<file path="src/rtl/rotr_pkg.sv">
// shared constants and types for the segment align point rotator
package rotr_pkg;

    localparam int COORD_BITS_DEF     = 16;
    localparam int COEF_FRAC_BITS_DEF = 16;

    // configuration register map
    localparam int NUM_REGS   = 8;
    localparam int REG_IDX_W  = 3;
    localparam int APB_DATA_W = 32;
    localparam int PADDR_W    = 5;

    localparam int REG_A_SX = 0;
    localparam int REG_A_SY = 1;
    localparam int REG_A_EX = 2;
    localparam int REG_A_EY = 3;
    localparam int REG_B_SX = 4;
    localparam int REG_B_SY = 5;
    localparam int REG_B_EX = 6;
    localparam int REG_B_EY = 7;

    // queue sizes and back end stage count
    localparam int Q_DEPTH     = 2;
    localparam int OUT_DEPTH   = 4;
    localparam int BACK_STAGES = 3;

    typedef struct packed {
        logic ready;
        logic degen;
    } t_coef_status;

endpackage

</file>
<file path="src/rtl/rotr_fifo.sv">
// small register-based first-in first-out queue
module rotr_fifo #(
    parameter int WIDTH = 8,
    parameter int DEPTH = 2
) (
    input  logic                       i_clk,
    input  logic                       i_rst_n,
    input  logic                       i_push,
    input  logic                       i_pop,
    input  logic [WIDTH-1:0]           i_data,
    output logic [WIDTH-1:0]           o_data,
    output logic                       o_empty,
    output logic                       o_full,
    output logic [$clog2(DEPTH+1)-1:0] o_count
);
    localparam int AW = (DEPTH > 1) ? $clog2(DEPTH) : 1;
    localparam int CW = $clog2(DEPTH+1);

    logic [WIDTH-1:0] r_mem [DEPTH];
    logic [AW-1:0]    r_wr;
    logic [AW-1:0]    r_rd;
    logic [CW-1:0]    r_cnt;
    logic             w_do_push;
    logic             w_do_pop;

    assign o_empty   = (r_cnt == '0);
    assign o_full    = (r_cnt == CW'(DEPTH));
    assign o_count   = r_cnt;
    assign o_data    = r_mem[r_rd];
    assign w_do_push = i_push && !o_full;
    assign w_do_pop  = i_pop && !o_empty;

    always_ff @(posedge i_clk) begin
        if (!i_rst_n) begin
            r_wr  <= '0;
            r_rd  <= '0;
            r_cnt <= '0;
        end else begin
            if (w_do_push) begin
                r_wr <= (r_wr == AW'(DEPTH-1)) ? '0 : r_wr + 1'b1;
            end
            if (w_do_pop) begin
                r_rd <= (r_rd == AW'(DEPTH-1)) ? '0 : r_rd + 1'b1;
            end
            if (w_do_push && !w_do_pop) begin
                r_cnt <= r_cnt + 1'b1;
            end else if (w_do_pop && !w_do_push) begin
                r_cnt <= r_cnt - 1'b1;
            end
        end
    end

    always_ff @(posedge i_clk) begin
        if (w_do_push) begin
            r_mem[r_wr] <= i_data;
        end
    end

endmodule

</file>
<file path="src/rtl/rotr_back.sv">
// back end: rotation pipeline, truncation, offset, clamp and result queue
module rotr_back #(
    parameter int COORD_BITS     = rotr_pkg::COORD_BITS_DEF,
    parameter int COEF_FRAC_BITS = rotr_pkg::COEF_FRAC_BITS_DEF
) (
    input  logic                             i_clk,
    input  logic                             i_rst_n,
    input  logic                             i_q_valid,
    output logic                             o_q_pop,
    input  logic signed [COORD_BITS:0]       i_tx,
    input  logic signed [COORD_BITS:0]       i_ty,
    input  logic                             i_last,
    input  logic signed [COEF_FRAC_BITS+1:0] i_cos,
    input  logic signed [COEF_FRAC_BITS+1:0] i_sin,
    input  logic signed [COORD_BITS-1:0]     i_mid_a_x,
    input  logic signed [COORD_BITS-1:0]     i_mid_a_y,
    input  rotr_pkg::t_coef_status           i_status,
    output logic                             empty,
    input  logic                             pop,
    output logic signed [COORD_BITS-1:0]     o_out_x,
    output logic signed [COORD_BITS-1:0]     o_out_y,
    output logic                             o_last_out,
    output logic                             o_degenerate,
    output logic                             o_saturated
);
    import rotr_pkg::*;

    localparam int CB  = COORD_BITS;
    localparam int F   = COEF_FRAC_BITS;
    localparam int TW  = CB + 1;
    localparam int CW  = F + 2;
    localparam int PRW = TW + CW;
    localparam int SW  = PRW + 1;
    localparam int HW  = SW - F;
    localparam int EW  = HW + 1;
    localparam int RW  = 2 * CB + 3;
    localparam int OCW = $clog2(OUT_DEPTH + 1);
    localparam int SUMW = $clog2(OUT_DEPTH + BACK_STAGES + 1);

    localparam logic signed [EW-1:0] MAXV = {{(EW-CB+1){1'b0}}, {(CB-1){1'b1}}};
    localparam logic signed [EW-1:0] MINV = {{(EW-CB+1){1'b1}}, {(CB-1){1'b0}}};

    logic                  r_v1, r_v2, r_v3;
    logic                  r_l1, r_l2, r_l3;
    logic signed [PRW-1:0] r_xc, r_ys, r_xs, r_yc;
    logic signed [SW-1:0]  r_sx, r_sy;
    logic signed [HW-1:0]  r_hx, r_hy;

    logic signed [SW-1:0]  w_bx, w_by;
    logic signed [EW-1:0]  w_ex, w_ey;
    logic signed [CB-1:0]  w_cx, w_cy;
    logic                  w_sat;
    logic [RW-1:0]         w_res, w_head;
    logic                  w_full;
    logic [OCW-1:0]        w_cnt;
    logic [SUMW-1:0]       w_busy;

    // hold back a request unless the result queue has room for everything in flight,
    // counting a result that leaves this cycle
    assign w_busy  = SUMW'(w_cnt) + SUMW'(r_v1) + SUMW'(r_v2) + SUMW'(r_v3);
    assign o_q_pop = i_q_valid && (w_busy < SUMW'(OUT_DEPTH) + SUMW'(pop && !empty));

    // truncation toward zero: bias negatives before the arithmetic shift
    assign w_bx = r_sx + {{(SW-F){1'b0}}, {F{r_sx[SW-1]}}};
    assign w_by = r_sy + {{(SW-F){1'b0}}, {F{r_sy[SW-1]}}};

    always_ff @(posedge i_clk) begin
        if (!i_rst_n) begin
            r_v1 <= 1'b0;
            r_v2 <= 1'b0;
            r_v3 <= 1'b0;
        end else begin
            r_v1 <= o_q_pop;
            r_v2 <= r_v1;
            r_v3 <= r_v2;
        end
    end

    always_ff @(posedge i_clk) begin
        r_xc <= i_tx * i_cos;
        r_ys <= i_ty * i_sin;
        r_xs <= i_tx * i_sin;
        r_yc <= i_ty * i_cos;
        r_l1 <= i_last;
        r_sx <= SW'(r_xc) - SW'(r_ys);
        r_sy <= SW'(r_xs) + SW'(r_yc);
        r_l2 <= r_l1;
        r_hx <= w_bx[SW-1:F];
        r_hy <= w_by[SW-1:F];
        r_l3 <= r_l2;
    end

    always_comb begin
        w_ex  = EW'(r_hx) + EW'(i_mid_a_x);
        w_ey  = EW'(r_hy) + EW'(i_mid_a_y);
        w_sat = 1'b0;
        if (w_ex > MAXV) begin
            w_cx  = MAXV[CB-1:0];
            w_sat = 1'b1;
        end else if (w_ex < MINV) begin
            w_cx  = MINV[CB-1:0];
            w_sat = 1'b1;
        end else begin
            w_cx = w_ex[CB-1:0];
        end
        if (w_ey > MAXV) begin
            w_cy  = MAXV[CB-1:0];
            w_sat = 1'b1;
        end else if (w_ey < MINV) begin
            w_cy  = MINV[CB-1:0];
            w_sat = 1'b1;
        end else begin
            w_cy = w_ey[CB-1:0];
        end
        if (i_status.degen) begin
            w_res = {{(2*CB){1'b0}}, r_l3, 1'b1, 1'b0};
        end else begin
            w_res = {w_cx, w_cy, r_l3, 1'b0, w_sat};
        end
    end

    rotr_fifo #(
        .WIDTH (RW),
        .DEPTH (OUT_DEPTH)
    ) u_results (
        .i_clk   (i_clk),
        .i_rst_n (i_rst_n),
        .i_push  (r_v3),
        .i_pop   (pop),
        .i_data  (w_res),
        .o_data  (w_head),
        .o_empty (empty),
        .o_full  (w_full),
        .o_count (w_cnt)
    );

    assign o_out_x      = w_head[RW-1:CB+3];
    assign o_out_y      = w_head[CB+2:3];
    assign o_last_out   = w_head[2];
    assign o_degenerate = w_head[1];
    assign o_saturated  = w_head[0];

endmodule

</file>
<file path="config.mk">
export PLATFORM = sky130hd
export DESIGN_NAME = rotr_back
export DESIGN_NICKNAME = d
export VERILOG_FILES = /design/src/rtl/rotr_pkg.sv /design/src/rtl/rotr_fifo.sv /design/src/rtl/rotr_back.sv
export SDC_FILE = /design/constraint.sdc
export NUM_CORES = 2
export LEC_CHECK = 0
export BUFFER_PORTS_ARGS = -buffer_cell sky130_fd_sc_hd__buf_2
export CORE_MARGIN = 2
export CORE_UTILIZATION = 35
export CTS_BUF_LIST = sky130_fd_sc_hd__clkbuf_8 sky130_fd_sc_hd__clkbuf_16
export DETAILED_ROUTE_END_ITERATION = 12
export PLACE_DENSITY_LB_ADDON = 0.08
export SLEW_MARGIN = 25
export SYNTH_ARGS = -nofsm -noshare
export SYNTH_HDL_FRONTEND = slang
export SYNTH_SLANG_ARGS = --single-unit
</file>
<file path="constraint.sdc">
create_clock -name i_clk -period 14.71 [get_ports i_clk]
set_clock_uncertainty 0.2 [all_clocks]
set_input_delay 0 -clock i_clk [delete_from_list [all_inputs] [get_ports i_clk]]
set_output_delay 0 -clock i_clk [all_outputs]
set_load 0.01 [all_outputs]
</file>
==> parameters.txt <==
Parameter                              Value

Detailed routing
  Routed wire length ... 169000 um
  Detailed-routing iteration count for the pre-antenna-repair pass ... 5
  DRC violations left ... 0
  Vias ... 42900
  Number of DRC markers in iteration 0 ... 1850
  Number of nets with antenna violations after routing ... 0
  Average vias per placed instance ... 4.79
  Wirelength per Cell ... 18.9 um

Synthesis
  Count of flip-flops with a built-in enable after synthesis ... between 100 and 150
  Post-synthesis area per instance ... 9.73 um^2
  Combined area of all synthesized cells ... 63300 um^2
  Top cell type by total area after synthesis ... sky130_fd_sc_hd__fa_1
  Seq/Total Area, Yosys ... 0.151
  Count leader, synth ... sky130_fd_sc_hd__inv_1
  Count of different cell masters after synthesis ... 79
  Number of synthesized register bits ... 407
  Synthesized Nets ... 8362
  Proportion of netlist area held by the largest area contributor ... 0.395
  Number of warnings printed during yosys synthesis ... 0
  Cell count after synthesis ... 6507
  Asr flop ratio synth ... 0
  List of most frequent post-synthesis cells ... sky130_fd_sc_hd__inv_1 (1369), sky130_fd_sc_hd__fa_1 (1251), sky130_fd_sc_hd__nand2_1 (649)
  Top cells by area in the synthesized netlist ... sky130_fd_sc_hd__fa_1 (40%), sky130_fd_sc_hd__ha_1 (9.8%), sky130_fd_sc_hd__dfxtp_1 (8.4%)
  Dominant synthesized flop cell ... sky130_fd_sc_hd__dfxtp_1

Placed design
  Placement-stage worst setup slack ... ~7 ns
  Routability congestion estimate from global placement ... 0.801
  HPWL after detailed placement ... 131000 um
  Cells after DPL ... 8814
  Count of buffers from port buffering ... between 100 and 150

Timing
  Pins Over Slew Limit ... 0
  Worst-Margin Slew ... 1.14 ns
  Final hold violation count ... 0
  Clock period minus final worst setup slack ... around 7 ns
  Setup Total Neg Slack ... 0 ns
  Final Setup Violations ... 0
  Final Cycle Share ... 0.479
  Slew margin rel. ... 0.234
  Worst Setup Slack, final ... 7.66 ns
  RSZ-0062 raised after global routing ... no
  Maximum clock frequency ... 142 MHz

GRT
  Overall routing resource usage ... 0.191
  Initial antenna violation count ... 17
  Total grt overflow ... 0
  Wire length of the first global-routing pass ... 275000 um
  Pin count of the biggest net entering global routing ... 37
  Vias in the first global route ... 47800

Worst hold path
  Hold crit path type ... input pin to flip-flop
  Beginning of the worst hold path ... i_mid_a_y[13]

Floorplan
  Core outline area ... 180000 um^2
  Initial core utilization ... 0.351
  Die area ... around 180000 um^2
  Num rows ... 156
  Floorplan die height ... 429 um
  Boundary Pins ... around 150
  Horizontal die dimension ... 429 um

Clock tree
  Buffers from clock root to sink, at most ... 3
  Sinks on the clock net ... between 400 and 500
  H-tree depth ... 2
  Setup fix buffers added after clock tree synthesis ... 0
  Hold_buf cts ... 42
  Clock latency of the later-clocked register in the worst-skew pair ... approximately 0.65 ns
  Number of buffers inserted during clock tree synthesis ... 49
  TritonCTS clock tree ... yes
  CTS clk-pin slew, worst paths ... 0.06 ns
  Root buffer selected by CTS ... sky130_fd_sc_hd__clkbuf_16
  Gates resized, CTS repair ... 0

Setup path
  Origin of the critical flop-to-flop path ... r_hy[0]$_DFF_P_
  Crit. End Element ... flip-flop
  Worst path cell trace ... buf_2, clkinv_1, buf_4, nor2_1, fa_1, fa_1, fa_1, fa_1, fa_1, inv_1, fa_1, inv_1, ha_1, nand3_1, nor2_1, o2bb2ai_1, a211oi_2, o21ai_1, a41o_1, or4b_1, a31oi_1, xnor2_1
  Cell with the biggest individual delay on the critical path ... sky130_fd_sc_hd__clkinv_1
  Worst Path Max Fanout ... 15
  Crit path kind ... input pin to flip-flop
  Largest stage delay, worst path ... 0.74 ns
  Crit path launch type ... input pin
  Count of buffer and inverter cells on the critical path ... 5
  Cell seen most often among critical-path stages ... sky130_fd_sc_hd__fa_1
  Worst path top cell family by delay ... adder cells
  Data required time of the worst path ... 15.09 ns
  Data arrival time at the worst-slack endpoint ... 7.44 ns
  Startpoint of the worst setup timing path ... i_ty[16]

Final layout
  Area added between synthesis and finish ... 8.12%
  Non-filler instance count after layout ... 8952
  Layout cells sized above 1 ... 0.0497
  Layout Nets ... around 8400
  Fillcell total ... 18500

Status
  Outcome ... finished, final reports clean

Run
  Count of maximum capacitance violations ... 0
sequential cells by signal (all words and copies together), names as in the netlist, named ones only:
name               cells
u_results.r_mem      140
r_sx                  36
r_sy                  36
r_xc                  35
r_xs                  35
r_yc                  35
r_ys                  35
r_hx                  20
r_hy                  20
u_results.o_count      3
u_results.r_rd         2
u_results.r_wr         2
r_l1                   1
r_l2                   1
r_l3                   1
r_v1                   1
r_v2                   1
r_v3                   1
cell families after synthesis:
family | after synthesis | share of synthesized area
AOI/OAI and AO/OA | 674 | 0.0702
xor gates and xnor gates | 274 | 0.0379
adders and majority gates | 1746 | 0.493
buffers and inverters | 1620 | 0.0963
DFF | 407 | 0.151
muxes | 40 | 0.0133
and+or+nand+nor | 1746 | 0.138
metal layers:
metal,wire (um),GRT usage,vias up
li1,-,-,20000
met1,76700,0.255,22100
met2,82700,0.333,555
met3,6020,0.0225,150
met4,3240,0.0409,8
met5,68,0,-
tightest hold or removal path, delay by kind of cell:
kind	cells	cell delay (ns)
fa+ha+maj	1	0.24
compound gates	1	0.23
buf+inv	1	0.10
xor+xnor	1	0.10
area by class of cell:
cell class / count / area [um^2] / area share
Clock inverter: 32 / 275 / 0.00402
Sequential cell: 407 / 9550 / 0.139
Antenna cell: 7 / 17.5 / 0.000256
Clock buffer: 56 / 1320 / 0.0193
Tap cell: 2370 / 2970 / 0.0433
Inverter: 1370 / 5140 / 0.0751
Timing Repair Buffer: 230 / 1490 / 0.0218
Multi-Input combinational cell: 4480 / 47700 / 0.697
layout by cell type (no fill, tap or decap), types with 8 or more instances in the layout:
cell,count
sky130_fd_sc_hd__dlygate4sd3_1,42
sky130_fd_sc_hd__buf_2,144
sky130_fd_sc_hd__o21ai_0,114
sky130_fd_sc_hd__a21oi_1,179
sky130_fd_sc_hd__edfxtp_1,140
sky130_fd_sc_hd__fa_1,1251
sky130_fd_sc_hd__ha_1,495
sky130_fd_sc_hd__o211ai_1,22
sky130_fd_sc_hd__and2_1,624
sky130_fd_sc_hd__dfxtp_1,266
sky130_fd_sc_hd__or3_1,15
sky130_fd_sc_hd__nor2b_1,37
sky130_fd_sc_hd__o21ai_1,13
sky130_fd_sc_hd__a31o_2,8
sky130_fd_sc_hd__clkbuf_16,49
sky130_fd_sc_hd__inv_1,1379
sky130_fd_sc_hd__a211o_1,9
sky130_fd_sc_hd__nand4_1,18
sky130_fd_sc_hd__nand3_1,49
sky130_fd_sc_hd__a31oi_1,15
sky130_fd_sc_hd__a211oi_1,28
sky130_fd_sc_hd__nor3_1,40
sky130_fd_sc_hd__and3_1,24
sky130_fd_sc_hd__a21o_1,97
sky130_fd_sc_hd__buf_4,43
sky130_fd_sc_hd__o21a_1,44
sky130_fd_sc_hd__clkinv_2,8
sky130_fd_sc_hd__nor2_1,194
sky130_fd_sc_hd__o21bai_1,32
sky130_fd_sc_hd__mux4_2,35
sky130_fd_sc_hd__o31ai_1,14
sky130_fd_sc_hd__xor2_1,65
sky130_fd_sc_hd__nand2b_1,55
sky130_fd_sc_hd__a21boi_0,11
sky130_fd_sc_hd__xnor2_1,207
sky130_fd_sc_hd__nand2_1,649
through the flow:
| step | hold WS (ns) | util | cell area, um^2 |
|---|---|---|---|
| after floorplan | -0.172 | - | 63300 |
| after global placement | -0.0977 | 0.368 | 66400 |
| after detailed placement | -0.0956 | 0.368 | 66400 |
| after CTS | 0.00355 | 0.379 | 68400 |
| after global routing | 0.0460 | 0.380 | 68500 |
| final | 0.0466 | 0.380 | 68500 |
path summary, 6_finish.rpt:
check	slack [ns]	cells past startpoint	endpoint
setup reg to reg	10.39	11	u_results.r_mem[1][8]$_DFFE_PP_
setup / recovery	7.66	22	r_yc[34]$_DFF_P_
hold reg to reg	0.13	0	r_l2$_DFF_P_
hold / removal	0.05	4	u_results.r_mem[3][16]$_DFFE_PP_
Power is not shown: default switching activity piles up to over one toggle a cycle in this logic, so the estimate is an artifact.
