`src/rtl/rotr_pkg.sv`:
```
// shared constants and types for the segment align point rotator
package rotr_pkg;

    localparam int COORD_BITS_DEF     = 16;
    localparam int COEF_FRAC_BITS_DEF = 16;

    // configuration register map
    localparam int NUM_REGS   = 8;
    localparam int REG_IDX_W  = 3;
    localparam int APB_DATA_W = 32;
    localparam int PADDR_W    = 5;

    localparam int REG_A_SX = 0;
    localparam int REG_A_SY = 1;
    localparam int REG_A_EX = 2;
    localparam int REG_A_EY = 3;
    localparam int REG_B_SX = 4;
    localparam int REG_B_SY = 5;
    localparam int REG_B_EX = 6;
    localparam int REG_B_EY = 7;

    // queue sizes and back end stage count
    localparam int Q_DEPTH     = 2;
    localparam int OUT_DEPTH   = 4;
    localparam int BACK_STAGES = 3;

    typedef struct packed {
        logic ready;
        logic degen;
    } t_coef_status;

endpackage

```
`src/rtl/rotr_fifo.sv`:
```
// small register-based first-in first-out queue
module rotr_fifo #(
    parameter int WIDTH = 8,
    parameter int DEPTH = 2
) (
    input  logic                       i_clk,
    input  logic                       i_rst_n,
    input  logic                       i_push,
    input  logic                       i_pop,
    input  logic [WIDTH-1:0]           i_data,
    output logic [WIDTH-1:0]           o_data,
    output logic                       o_empty,
    output logic                       o_full,
    output logic [$clog2(DEPTH+1)-1:0] o_count
);
    localparam int AW = (DEPTH > 1) ? $clog2(DEPTH) : 1;
    localparam int CW = $clog2(DEPTH+1);

    logic [WIDTH-1:0] r_mem [DEPTH];
    logic [AW-1:0]    r_wr;
    logic [AW-1:0]    r_rd;
    logic [CW-1:0]    r_cnt;
    logic             w_do_push;
    logic             w_do_pop;

    assign o_empty   = (r_cnt == '0);
    assign o_full    = (r_cnt == CW'(DEPTH));
    assign o_count   = r_cnt;
    assign o_data    = r_mem[r_rd];
    assign w_do_push = i_push && !o_full;
    assign w_do_pop  = i_pop && !o_empty;

    always_ff @(posedge i_clk) begin
        if (!i_rst_n) begin
            r_wr  <= '0;
            r_rd  <= '0;
            r_cnt <= '0;
        end else begin
            if (w_do_push) begin
                r_wr <= (r_wr == AW'(DEPTH-1)) ? '0 : r_wr + 1'b1;
            end
            if (w_do_pop) begin
                r_rd <= (r_rd == AW'(DEPTH-1)) ? '0 : r_rd + 1'b1;
            end
            if (w_do_push && !w_do_pop) begin
                r_cnt <= r_cnt + 1'b1;
            end else if (w_do_pop && !w_do_push) begin
                r_cnt <= r_cnt - 1'b1;
            end
        end
    end

    always_ff @(posedge i_clk) begin
        if (w_do_push) begin
            r_mem[r_wr] <= i_data;
        end
    end

endmodule

```
`src/rtl/rotr_front.sv`:
```
// front end: accepts points, centers them on the source midpoint, queues them
module rotr_front #(
    parameter int COORD_BITS = rotr_pkg::COORD_BITS_DEF
) (
    input  logic                        i_clk,
    input  logic                        i_rst_n,
    input  logic                        push,
    output logic                        full,
    input  logic signed [COORD_BITS-1:0] i_point_x,
    input  logic signed [COORD_BITS-1:0] i_point_y,
    input  logic                        i_last_in,
    input  logic signed [COORD_BITS-1:0] i_mid_b_x,
    input  logic signed [COORD_BITS-1:0] i_mid_b_y,
    input  logic                        i_ready,
    input  logic                        i_q_pop,
    output logic                        o_q_valid,
    output logic signed [COORD_BITS:0]  o_tx,
    output logic signed [COORD_BITS:0]  o_ty,
    output logic                        o_last
);
    import rotr_pkg::*;

    localparam int TW = COORD_BITS + 1;
    localparam int QW = 2 * TW + 1;

    logic signed [TW-1:0]         w_tx, w_ty;
    logic [QW-1:0]                w_q_in, w_q_out;
    logic                         w_q_empty, w_q_full;
    logic [$clog2(Q_DEPTH+1)-1:0] w_q_cnt;

    assign w_tx   = TW'(i_point_x) - TW'(i_mid_b_x);
    assign w_ty   = TW'(i_point_y) - TW'(i_mid_b_y);
    assign w_q_in = {w_tx, w_ty, i_last_in};
    assign full   = !i_ready || w_q_full;

    rotr_fifo #(
        .WIDTH (QW),
        .DEPTH (Q_DEPTH)
    ) u_queue (
        .i_clk   (i_clk),
        .i_rst_n (i_rst_n),
        .i_push  (push && !full),
        .i_pop   (i_q_pop),
        .i_data  (w_q_in),
        .o_data  (w_q_out),
        .o_empty (w_q_empty),
        .o_full  (w_q_full),
        .o_count (w_q_cnt)
    );

    assign o_q_valid = !w_q_empty && (w_q_cnt != '0);
    assign o_tx      = w_q_out[QW-1:TW+1];
    assign o_ty      = w_q_out[TW:1];
    assign o_last    = w_q_out[0];

endmodule

```
`config.mk`:
```
export PLATFORM = sky130hd
export DESIGN_NAME = rotr_front
export DESIGN_NICKNAME = d
export VERILOG_FILES = /design/src/rtl/rotr_pkg.sv /design/src/rtl/rotr_fifo.sv /design/src/rtl/rotr_front.sv
export SDC_FILE = /design/constraint.sdc
export NUM_CORES = 1
export LEC_CHECK = 0
export BUFFER_PORTS_ARGS = -buffer_cell sky130_fd_sc_hd__buf_2
export CAP_MARGIN = 15
export CORE_ASPECT_RATIO = 0.5
export CORE_MARGIN = 2
export CORE_UTILIZATION = 54
export DETAILED_ROUTE_END_ITERATION = 10
export PLACE_DENSITY = 0.81
export SETUP_SLACK_MARGIN = 0.2
export SKIP_CTS_REPAIR_TIMING = 1
export SYNTH_ARGS = -nofsm -noshare
export SYNTH_HDL_FRONTEND = slang
export SYNTH_SLANG_ARGS = --single-unit
```
`constraint.sdc`:
```
create_clock -name i_clk -period 2.85 [get_ports i_clk]
set_clock_uncertainty 0.05 [all_clocks]
set_input_delay 0.4275 -clock i_clk [delete_from_list [all_inputs] [get_ports i_clk]]
set_output_delay 0.4275 -clock i_clk [all_outputs]
set_load 0.01 [all_outputs]
```
==> results of run 1 <==
-- synthesized netlist by cell type (5+ instances only) --
library cell,n,area (um^2)
o211ai_1,5,37.5
and2_1,5,31.3
o21a_1,8,60.1
mux2_2,36,405
ha_1,33,413
o21ai_0,9,45.0
inv_1,48,180
nor2b_1,7,43.8
xnor2_1,14,123
dfxtp_1,5,100
a21oi_1,19,95.1
edfxtp_1,70,2100
nor2_1,20,75.1
a21o_1,13,97.6
a31oi_1,5,31.3
nand2_1,14,52.6
xor2_1,9,78.8
clkbuf_1,7,26.3
-- kinds of logic after synthesis --
kind of cell               count (synthesis)  share of synthesized area, %
buffers and inverters                     57                          4.85
xor gates and xnor gates                  23                          4.54
adders and majority gates                 35                          10.2
muxes                                     36                          9.13
DFF                                       75                          49.6
AOI/OAI and AO/OA                         82                          13.5
and+or+nand+nor                           71                          8.17
-- worst reg2reg max path, stage by stage, from the launching register on --
cell and delay, ns:
dfxtp_1 0.35, inv_1 0.06, o211ai_1 0.35, inv_1 0.10
ha_1 0.21, xor2_1 0.16, or3_1 0.31, a21boi_0 0.17
-- layout make-up --
| type | count | area (um^2) | share of cell area, % |
|---|---|---|---|
| clock inverters | 6 | 90.1 | 1.65 |
| flip-flops and latches | 75 | 2200 | 40.3 |
| repair buffers | 112 | 588 | 10.8 |
| well taps | 112 | 140 | 2.57 |
| inverters | 48 | 180 | 3.30 |
| multi-input cells | 247 | 2030 | 37.2 |
| clock buffers | 10 | 229 | 4.19 |
-- power by group through the flow --
stage               logic, W  clock network [W]  registers, W
floorplan           0.000784                  0       0.00143
global placement     0.00112                  0       0.00143
detailed placement   0.00114                  0       0.00144
CTS                  0.00115            0.00122       0.00142
global route         0.00126            0.00127       0.00143
finish               0.00114            0.00120       0.00142
-- worst paths after layout --
check	from	endpoint	slack, ns
max	i_point_y[0]	u_queue.r_mem[0][17]	0.39
max reg2reg	u_queue.o_count[1]	u_queue.o_count[1]	1.03
min reg2reg	u_queue.o_count[1]	u_queue.o_count[1]	0.46
min	i_last_in	u_queue.r_mem[1][0]	0.23
-- sequential cells by signal (all words and copies together), names as in the netlist, named ones only --
| name | flops |
|---|---|
| u_queue.r_rd | 1 |
| u_queue.r_mem | 70 |
| u_queue.r_wr | 1 |
| u_queue.o_count | 2 |
-- placed cells by master (no fill, tap or decap), drive strengths merged, types with 5 or more instances in the layout --
master  instances
nand2          14
mux2           36
and2            5
o21ai          10
a31oi           5
edfxtp         70
dfxtp           5
inv            48
nor2           20
xor2            9
ha             33
o21a            8
nor2b           7
a21o           13
clkbuf         10
buf           112
xnor2          14
a21oi          20
o211ai          5
-- stage by stage --
| step | utilization (%) | hold WS, ns | setup slack, ns | area (um^2) |
|---|---|---|---|---|
| 2_1_floorplan | - | 0.422 | 0.310 | 4440 |
| 3_5_place_dp | 64.3 | 0.455 | 0.136 | 5140 |
| 4_1_cts | 68.3 | 0.214 | 0.435 | 5460 |
| 6_report | 68.3 | 0.232 | 0.391 | 5460 |
| 3_3_place_gp | 64.3 | 0.446 | 0.226 | 5140 |
| 5_1_grt | 68.3 | 0.219 | 0.315 | 5460 |
-- per-layer routing --
layer / track usage, % / wire length, um / vias to the layer above
met5: 0 / 0 / -
met4: 7.26 / 101 / 0
met3: 5.41 / 358 / 12
met1: 22.2 / 3590 / 1497
li1: - / - / 1616
met2: 38.7 / 4470 / 66
==> flow_summary.json, run 1 <==
{
  "antenna_found_initial": 0,
  "total_power_w": 0.00376,
  "critical_path_buf_inv_count": 2,
  "crit_path_end_kind": "register",
  "path_depth": 10,
  "num-nets-final": 598,
  "clkLatencyLatePin_ns": 0.33,
  "syn_nets": 484,
  "yosysSeqAreaShare_pct": 49.6,
  "grt_pass1_wl_mm": 13.8,
  "start_util_pct": 55.5,
  "drt-vias-per-instance": 5.23,
  "tightest_slew_ns": 0.454,
  "grt_setup_unrepaired": "false",
  "crit_slowest_cell": "fa_1",
  "drtAntennaViolNets": 0,
  "setup_viol": 0,
  "synth-seq-cells": 75,
  "synth_warnings": 0,
  "syn_avg_cell_area_um2": 11.7,
  "power_density_nw_per_um2": 688,
  "rows": 23,
  "drt_iter0_drc": 190,
  "ys.flop_type": "edfxtp_1",
  "cts.clk_slew.worst_paths_ns": 0.06,
  "setup_tns_ns": 0,
  "period_needed_ns": 2.46,
  "cts_sinks": 75,
  "drc_errors": 0,
  "slew_viol_final": 0,
  "holdPathStages": 1,
  "grt_overflow": 0,
  "cts_made_buffers": 9,
  "max_slew_margin_pct": 68.9,
  "ctsLongestPathBuffers": 2,
  "grt_pass1_vias": 3089,
  "cts_tree": "yes",
  "hold_path.class": "in2reg",
  "dieArea_um2": 9010,
  "power.leakage_nw": 2.38,
  "cts_root_buf": "clkbuf_16",
  "async_flop_share_pct": 0,
  "sw_frac_of_total_pct": 28.3,
  "crit_family": "compound AO/OA/AOI/OAI gates",
  "max_stage_delay_ns": 0.42,
  "combPwrFrac_pct": 30.4,
  "p_int_w": 0.00269,
  "fmax_mhz": 407,
  "yosysUniqueCellTypes": 51,
  "routed_wirelength_mm": 8.51,
  "drive_gt1_share_pct": 34.3,
  "globalplace.congestion": 0.839,
  "path_max_fanout": 4,
  "port_buffers": 106,
  "boundaryPins": 107,
  "drtPass1Iterations": 4,
  "die_w_um": 132,
  "run_status": "completed",
  "drt-wirelength-per-cell_um": 14.0,
  "htree_num_levels": 3,
  "vdd_drop_max_mv": 0.392,
  "grt_usage_pct": 20.1,
  "hpwl_mm": 6.23,
  "synth_area_um2": 4440,
  "ff2ff_path_depth": 7,
  "place_inst": 594,
  "synth_edf_count": 70,
  "crit_type": "in2reg",
  "hold_viol_final": 0,
  "diodes": 0,
  "die_h_um": 68.1,
  "syn_inst": 379,
  "seq_power_share_pct": 37.8,
  "p_switching_w": 0.00106,
  "cp.arrival_ns": 2.49,
  "p_clk_share_pct": 31.9,
  "coreArea_um2": 8000,
  "crit_chain": "buf_2 -> inv_1 -> ha_1 -> fa_1 -> nor2b_1 -> o2111ai_1 -> a21o_1 -> a211o_1 -> a21oi_1 -> o22ai_1",
  "grt_max_degree": 26,
  "via_count": 3191,
  "fillerInstances": 623,
  "period_share_pct": 86.3,
  "startpoint_type": "primary input",
  "area_growth_pct": 23.0,
  "required_ns": 2.88,
  "instances_no_fill": 610,
  "maxCapViolCount": 0
}
Note: power is estimated with default switching activity, not from simulation.
==> run 2: changes to the inputs <==
Settings changed: CELL_PAD_IN_SITES_DETAIL_PLACEMENT set to 1, CELL_PAD_IN_SITES_GLOBAL_PLACEMENT set to 2, CORE_UTILIZATION 54 to 35, PLACE_DENSITY 0.81 to 0.82.
==> run 2 against run 1 <==
  * Flip-flop and latch count unchanged
  * Sequential power increased by 3%
  * Setup slack improved by 0.020 ns
  * First-iteration DRC count decreased by 71%
  * Sequential share of layout area decreased by 0.19 points
  * Critical path type unchanged
  * Highest routed layer unchanged
==> flow_summary.json, run 2 (synthesis gave the netlist of run 1 again) <==
{
  "port_buffers": 106,
  "routed_wirelength_mm": 9.88,
  "final_common_cell": "buf_2",
  "fmax_mhz": 410,
  "drive_gt1_share_pct": 34.9,
  "hold_path.class": "in2reg",
  "slew_viol_final": 0,
  "start_util_pct": 35.5,
  "die_h_um": 83.6,
  "drtAntennaViolNets": 0,
  "drt-wirelength-per-cell_um": 14.8,
  "power.leakage_nw": 2.35,
  "period_share_pct": 85.6,
  "path_max_fanout": 4,
  "cts_sinks": 75,
  "cts_made_buffers": 9,
  "layout_common_cells": "106 x buf_2, 70 x edfxtp_1, 48 x inv_1",
  "regMostFlops": "u_queue.r_mem",
  "max_stage_delay_ns": 0.42,
  "crit_chain": "buf_2 -> inv_1 -> ha_1 -> fa_1 -> nor2b_1 -> o2111ai_1 -> a21o_1 -> a211o_1 -> o311ai_1",
  "grt_max_degree": 37,
  "drt-vias-per-instance": 4.85,
  "setup_viol": 0,
  "power_density_nw_per_um2": 663,
  "globalplace.congestion": 0.749,
  "coreArea_um2": 12500,
  "clkLatencyLatePin_ns": 0.34,
  "drtPass1Iterations": 4,
  "dieArea_um2": 13700,
  "vdd_drop_max_mv": 0.268,
  "crit_slowest_cell": "fa_1",
  "drc_errors": 0,
  "crit_family": "compound AO/OA/AOI/OAI gates",
  "grt_setup_unrepaired": "false",
  "final_core_util_pct": 43.8,
  "boundaryPins": 107,
  "required_ns": 2.92,
  "rows": 29,
  "tightest_slew_ns": 0.533,
  "largest_reg_flops": 70,
  "hpwl_mm": 7.54,
  "critical_path_buf_inv_count": 2,
  "htree_num_levels": 3,
  "period_needed_ns": 2.44,
  "run_status": "completed",
  "cts.clk_slew.worst_paths_ns": 0.06,
  "cts_root_buf": "clkbuf_16",
  "grt_pass1_wl_mm": 16.1,
  "drt_iter0_drc": 55,
  "cts_tree": "yes",
  "startpoint_type": "primary input",
  "maxCapViolCount": 0,
  "grt_usage_pct": 15.0,
  "hold_viol_final": 0,
  "grt_pass1_vias": 3291,
  "fillerInstances": 1419,
  "num-nets-final": 599,
  "crit_type": "in2reg",
  "cp.arrival_ns": 2.51,
  "die_w_um": 163,
  "crit_path_end_kind": "register",
  "max_slew_margin_pct": 64.5,
  "via_count": 3245,
  "antenna_found_initial": 0,
  "setup_tns_ns": 0,
  "diodes": 0,
  "grt_overflow": 0,
  "ctsLongestPathBuffers": 2,
  "area_growth_pct": 23.6
}
-- run 2: final timing paths --
| check | to | start | slack [ns] | cells after the start |
|---|---|---|---|---|
| max | u_queue.r_mem[0][15] | i_point_y[0] | 0.41 | 9 |
| min | u_queue.r_mem[1][0] | i_last_in | 0.22 | 1 |
| max reg2reg | u_queue.o_count[1] | u_queue.o_count[1] | 0.99 | 6 |
| min reg2reg | u_queue.o_count[1] | u_queue.o_count[1] | 0.48 | 2 |
-- run 2: report_power, final --
group,internal (W),leakage (nW),switching (W)
Clock,0.000593,0.128,0.000469
Combinational,0.000545,1.54,0.000572
Sequential,0.00138,0.683,0.0000808
Total,0.00252,2.35,0.00112
-- run 2: area by class of cell --
| class | count | area (um^2) | area share [%] |
|---|---|---|---|
| multi-input combinational | 247 | 2030 | 37.0 |
| sequential | 75 | 2200 | 40.1 |
| clock inverter | 7 | 53.8 | 0.980 |
| tap | 170 | 213 | 3.88 |
| clock buffer | 9 | 225 | 4.10 |
| timing repair buffer | 113 | 583 | 10.6 |
| inverter | 48 | 180 | 3.28 |
-- run 2: through the flow --
step	hold slack, ns	power (W)	instances	setup slack, ns	cell area, um^2
floorplan	0.422	0.00221	379	0.310	4440
global placement	0.450	0.00259	653	0.168	5210
detailed placement	0.476	0.00262	653	0.0886	5210
CTS	0.212	0.00370	669	0.445	5490
global route	0.215	0.00385	669	0.321	5490
finish	0.224	0.00364	669	0.411	5490
-- run 2: layer usage --
metal,wire [um],up-vias,global-route usage (%)
met5,0,-,0
met4,74,0,4.34
met3,354,8,3.28
met2,4830,59,25.2
met1,4620,1561,19.4
li1,-,1617,-
==> run 3: changes to the inputs <==
Settings changed: GPL_TIMING_DRIVEN set to 0.
==> run 3 against run 2 <==
  * Count of clock-buffer cells in the layout rose by 2
  * Non-clock buffer count increased by 4
  * Setup slack lost 0.0035 ns
  * Highest routed layer unchanged
==> flow_summary.json, run 3 (synthesis gave the netlist of run 1 again) <==
{
  "drt-vias-per-instance": 4.78,
  "post-place-ws_ns": 0.0511,
  "cts_made_buffers": 9,
  "p_switching_w": 0.00106,
  "fillerInstances": 1430,
  "coreArea_um2": 12500,
  "cts_tree": "yes",
  "placed_cell_area_um2": 5230,
  "final_cell_area_um2": 5490,
  "required_ns": 2.86,
  "htree_num_levels": 3,
  "cts_sinks": 75,
  "sw_frac_of_total_pct": 29.8,
  "grt_setup_unrepaired": "false",
  "run_status": "completed",
  "maxCapViolCount": 0,
  "clkLatencyLatePin_ns": 0.33,
  "num-nets-final": 603,
  "combPwrFrac_pct": 32.7,
  "grt_usage_pct": 14.6,
  "p_clk_share_pct": 27.6,
  "port_buffers": 106,
  "seq_power_share_pct": 39.7,
  "period_needed_ns": 2.44,
  "setup_viol": 0,
  "regMostFlops": "u_queue.r_mem",
  "drive_gt1_share_pct": 33.7,
  "hold_path.class": "in2reg",
  "die_w_um": 163,
  "period_share_pct": 85.7,
  "die_h_um": 83.6,
  "max_slew_margin_pct": 70.2,
  "fmax_mhz": 409,
  "boundaryPins": 107,
  "layout_common_cells": "107 x buf_2, 70 x edfxtp_1, 48 x inv_1",
  "drtPass1Iterations": 5,
  "grt_pass1_vias": 3388,
  "start_util_pct": 35.5,
  "setup_tns_ns": 0,
  "tightest_slew_ns": 0.442,
  "ctsLongestPathBuffers": 2,
  "grt_pass1_wl_mm": 15.7,
  "drc_errors": 0,
  "startpoint_type": "primary input",
  "diodes": 0,
  "area_growth_pct": 23.6,
  "via_count": 3210,
  "p_int_w": 0.00250,
  "cts_root_buf": "clkbuf_16",
  "cts.clk_slew.worst_paths_ns": 0.05,
  "whs_ns": 0.238,
  "routed_wirelength_mm": 9.65,
  "hold_viol_final": 0,
  "crit_path_end_kind": "register",
  "dieArea_um2": 13700,
  "crit_type": "in2reg",
  "vdd_drop_max_mv": 0.291,
  "slew_viol_final": 0,
  "globalplace.congestion": 0.775,
  "drt_iter0_drc": 69,
  "drt-wirelength-per-cell_um": 14.4,
  "total_power_w": 0.00356,
  "hpwl_mm": 7.35,
  "antenna_found_initial": 0,
  "path_max_fanout": 4,
  "grt_max_degree": 29,
  "rows": 29,
  "final_common_cell": "buf_2",
  "largest_reg_flops": 70,
  "power.leakage_nw": 2.36,
  "cp.arrival_ns": 2.46,
  "power_density_nw_per_um2": 649,
  "grt_overflow": 0,
  "drtAntennaViolNets": 0,
  "setup_slack_ns": 0.407
}
[run 3: per-layer routing]
metal | GRT usage (%) | vias to the layer above | routed length [um]
met5 | 0 | - | 0
met3 | 2.68 | 7 | 283
met4 | 4.75 | 0 | 98
met2 | 25.4 | 49 | 4810
met1 | 18.4 | 1532 | 4460
li1 | - | 1622 | -
[run 3: final timing paths]
kind / start / endpoint / slack, ns / depth (start not counted)
max: i_point_y[0] / u_queue.r_mem[0][17] / 0.41 / 10
min reg2reg: u_queue.o_count[1] / u_queue.o_count[1] / 0.47 / 2
min: i_last_in / u_queue.r_mem[1][0] / 0.24 / 1
max reg2reg: u_queue.o_count[1] / u_queue.o_count[1] / 1.01 / 6
[run 3: through the flow]
stage               util [%]  std cells
floorplan                  -        379
global placement        41.4        655
detailed placement      41.8        657
CTS                     43.8        672
global route            43.8        672
finish                  43.8        672
[run 3: layout make-up]
| class | count | area (um^2) | area share [%] |
|---|---|---|---|
| Sequential cell | 75 | 2200 | 40.1 |
| Multi-Input combinational cell | 247 | 2030 | 37.0 |
| Timing Repair Buffer | 108 | 571 | 10.4 |
| Clock buffer | 11 | 233 | 4.24 |
| Tap cell | 170 | 213 | 3.88 |
| Inverter | 48 | 180 | 3.28 |
| Buffer | 9 | 38.8 | 0.707 |
| Clock inverter | 4 | 18.8 | 0.342 |
[run 3: power by group through the flow]
stage | combinational, W | clock, W | sequential, W
2_1_floorplan | 0.000784 | 0 | 0.00143
3_3_place_gp | 0.00114 | 0 | 0.00144
3_5_place_dp | 0.00118 | 0 | 0.00144
4_1_cts | 0.00119 | 0.00102 | 0.00142
5_1_grt | 0.00129 | 0.00105 | 0.00143
6_report | 0.00116 | 0.000982 | 0.00142
[run 3: critical path, stage by stage]
cell and delay (ns):
buf_2 0.08, inv_1 0.03, ha_1 0.22, fa_1 0.43, nor2b_2 0.18, o2111ai_1 0.17, a21o_1 0.26, a211o_1 0.36
a21oi_1 0.17, o22ai_1 0.12
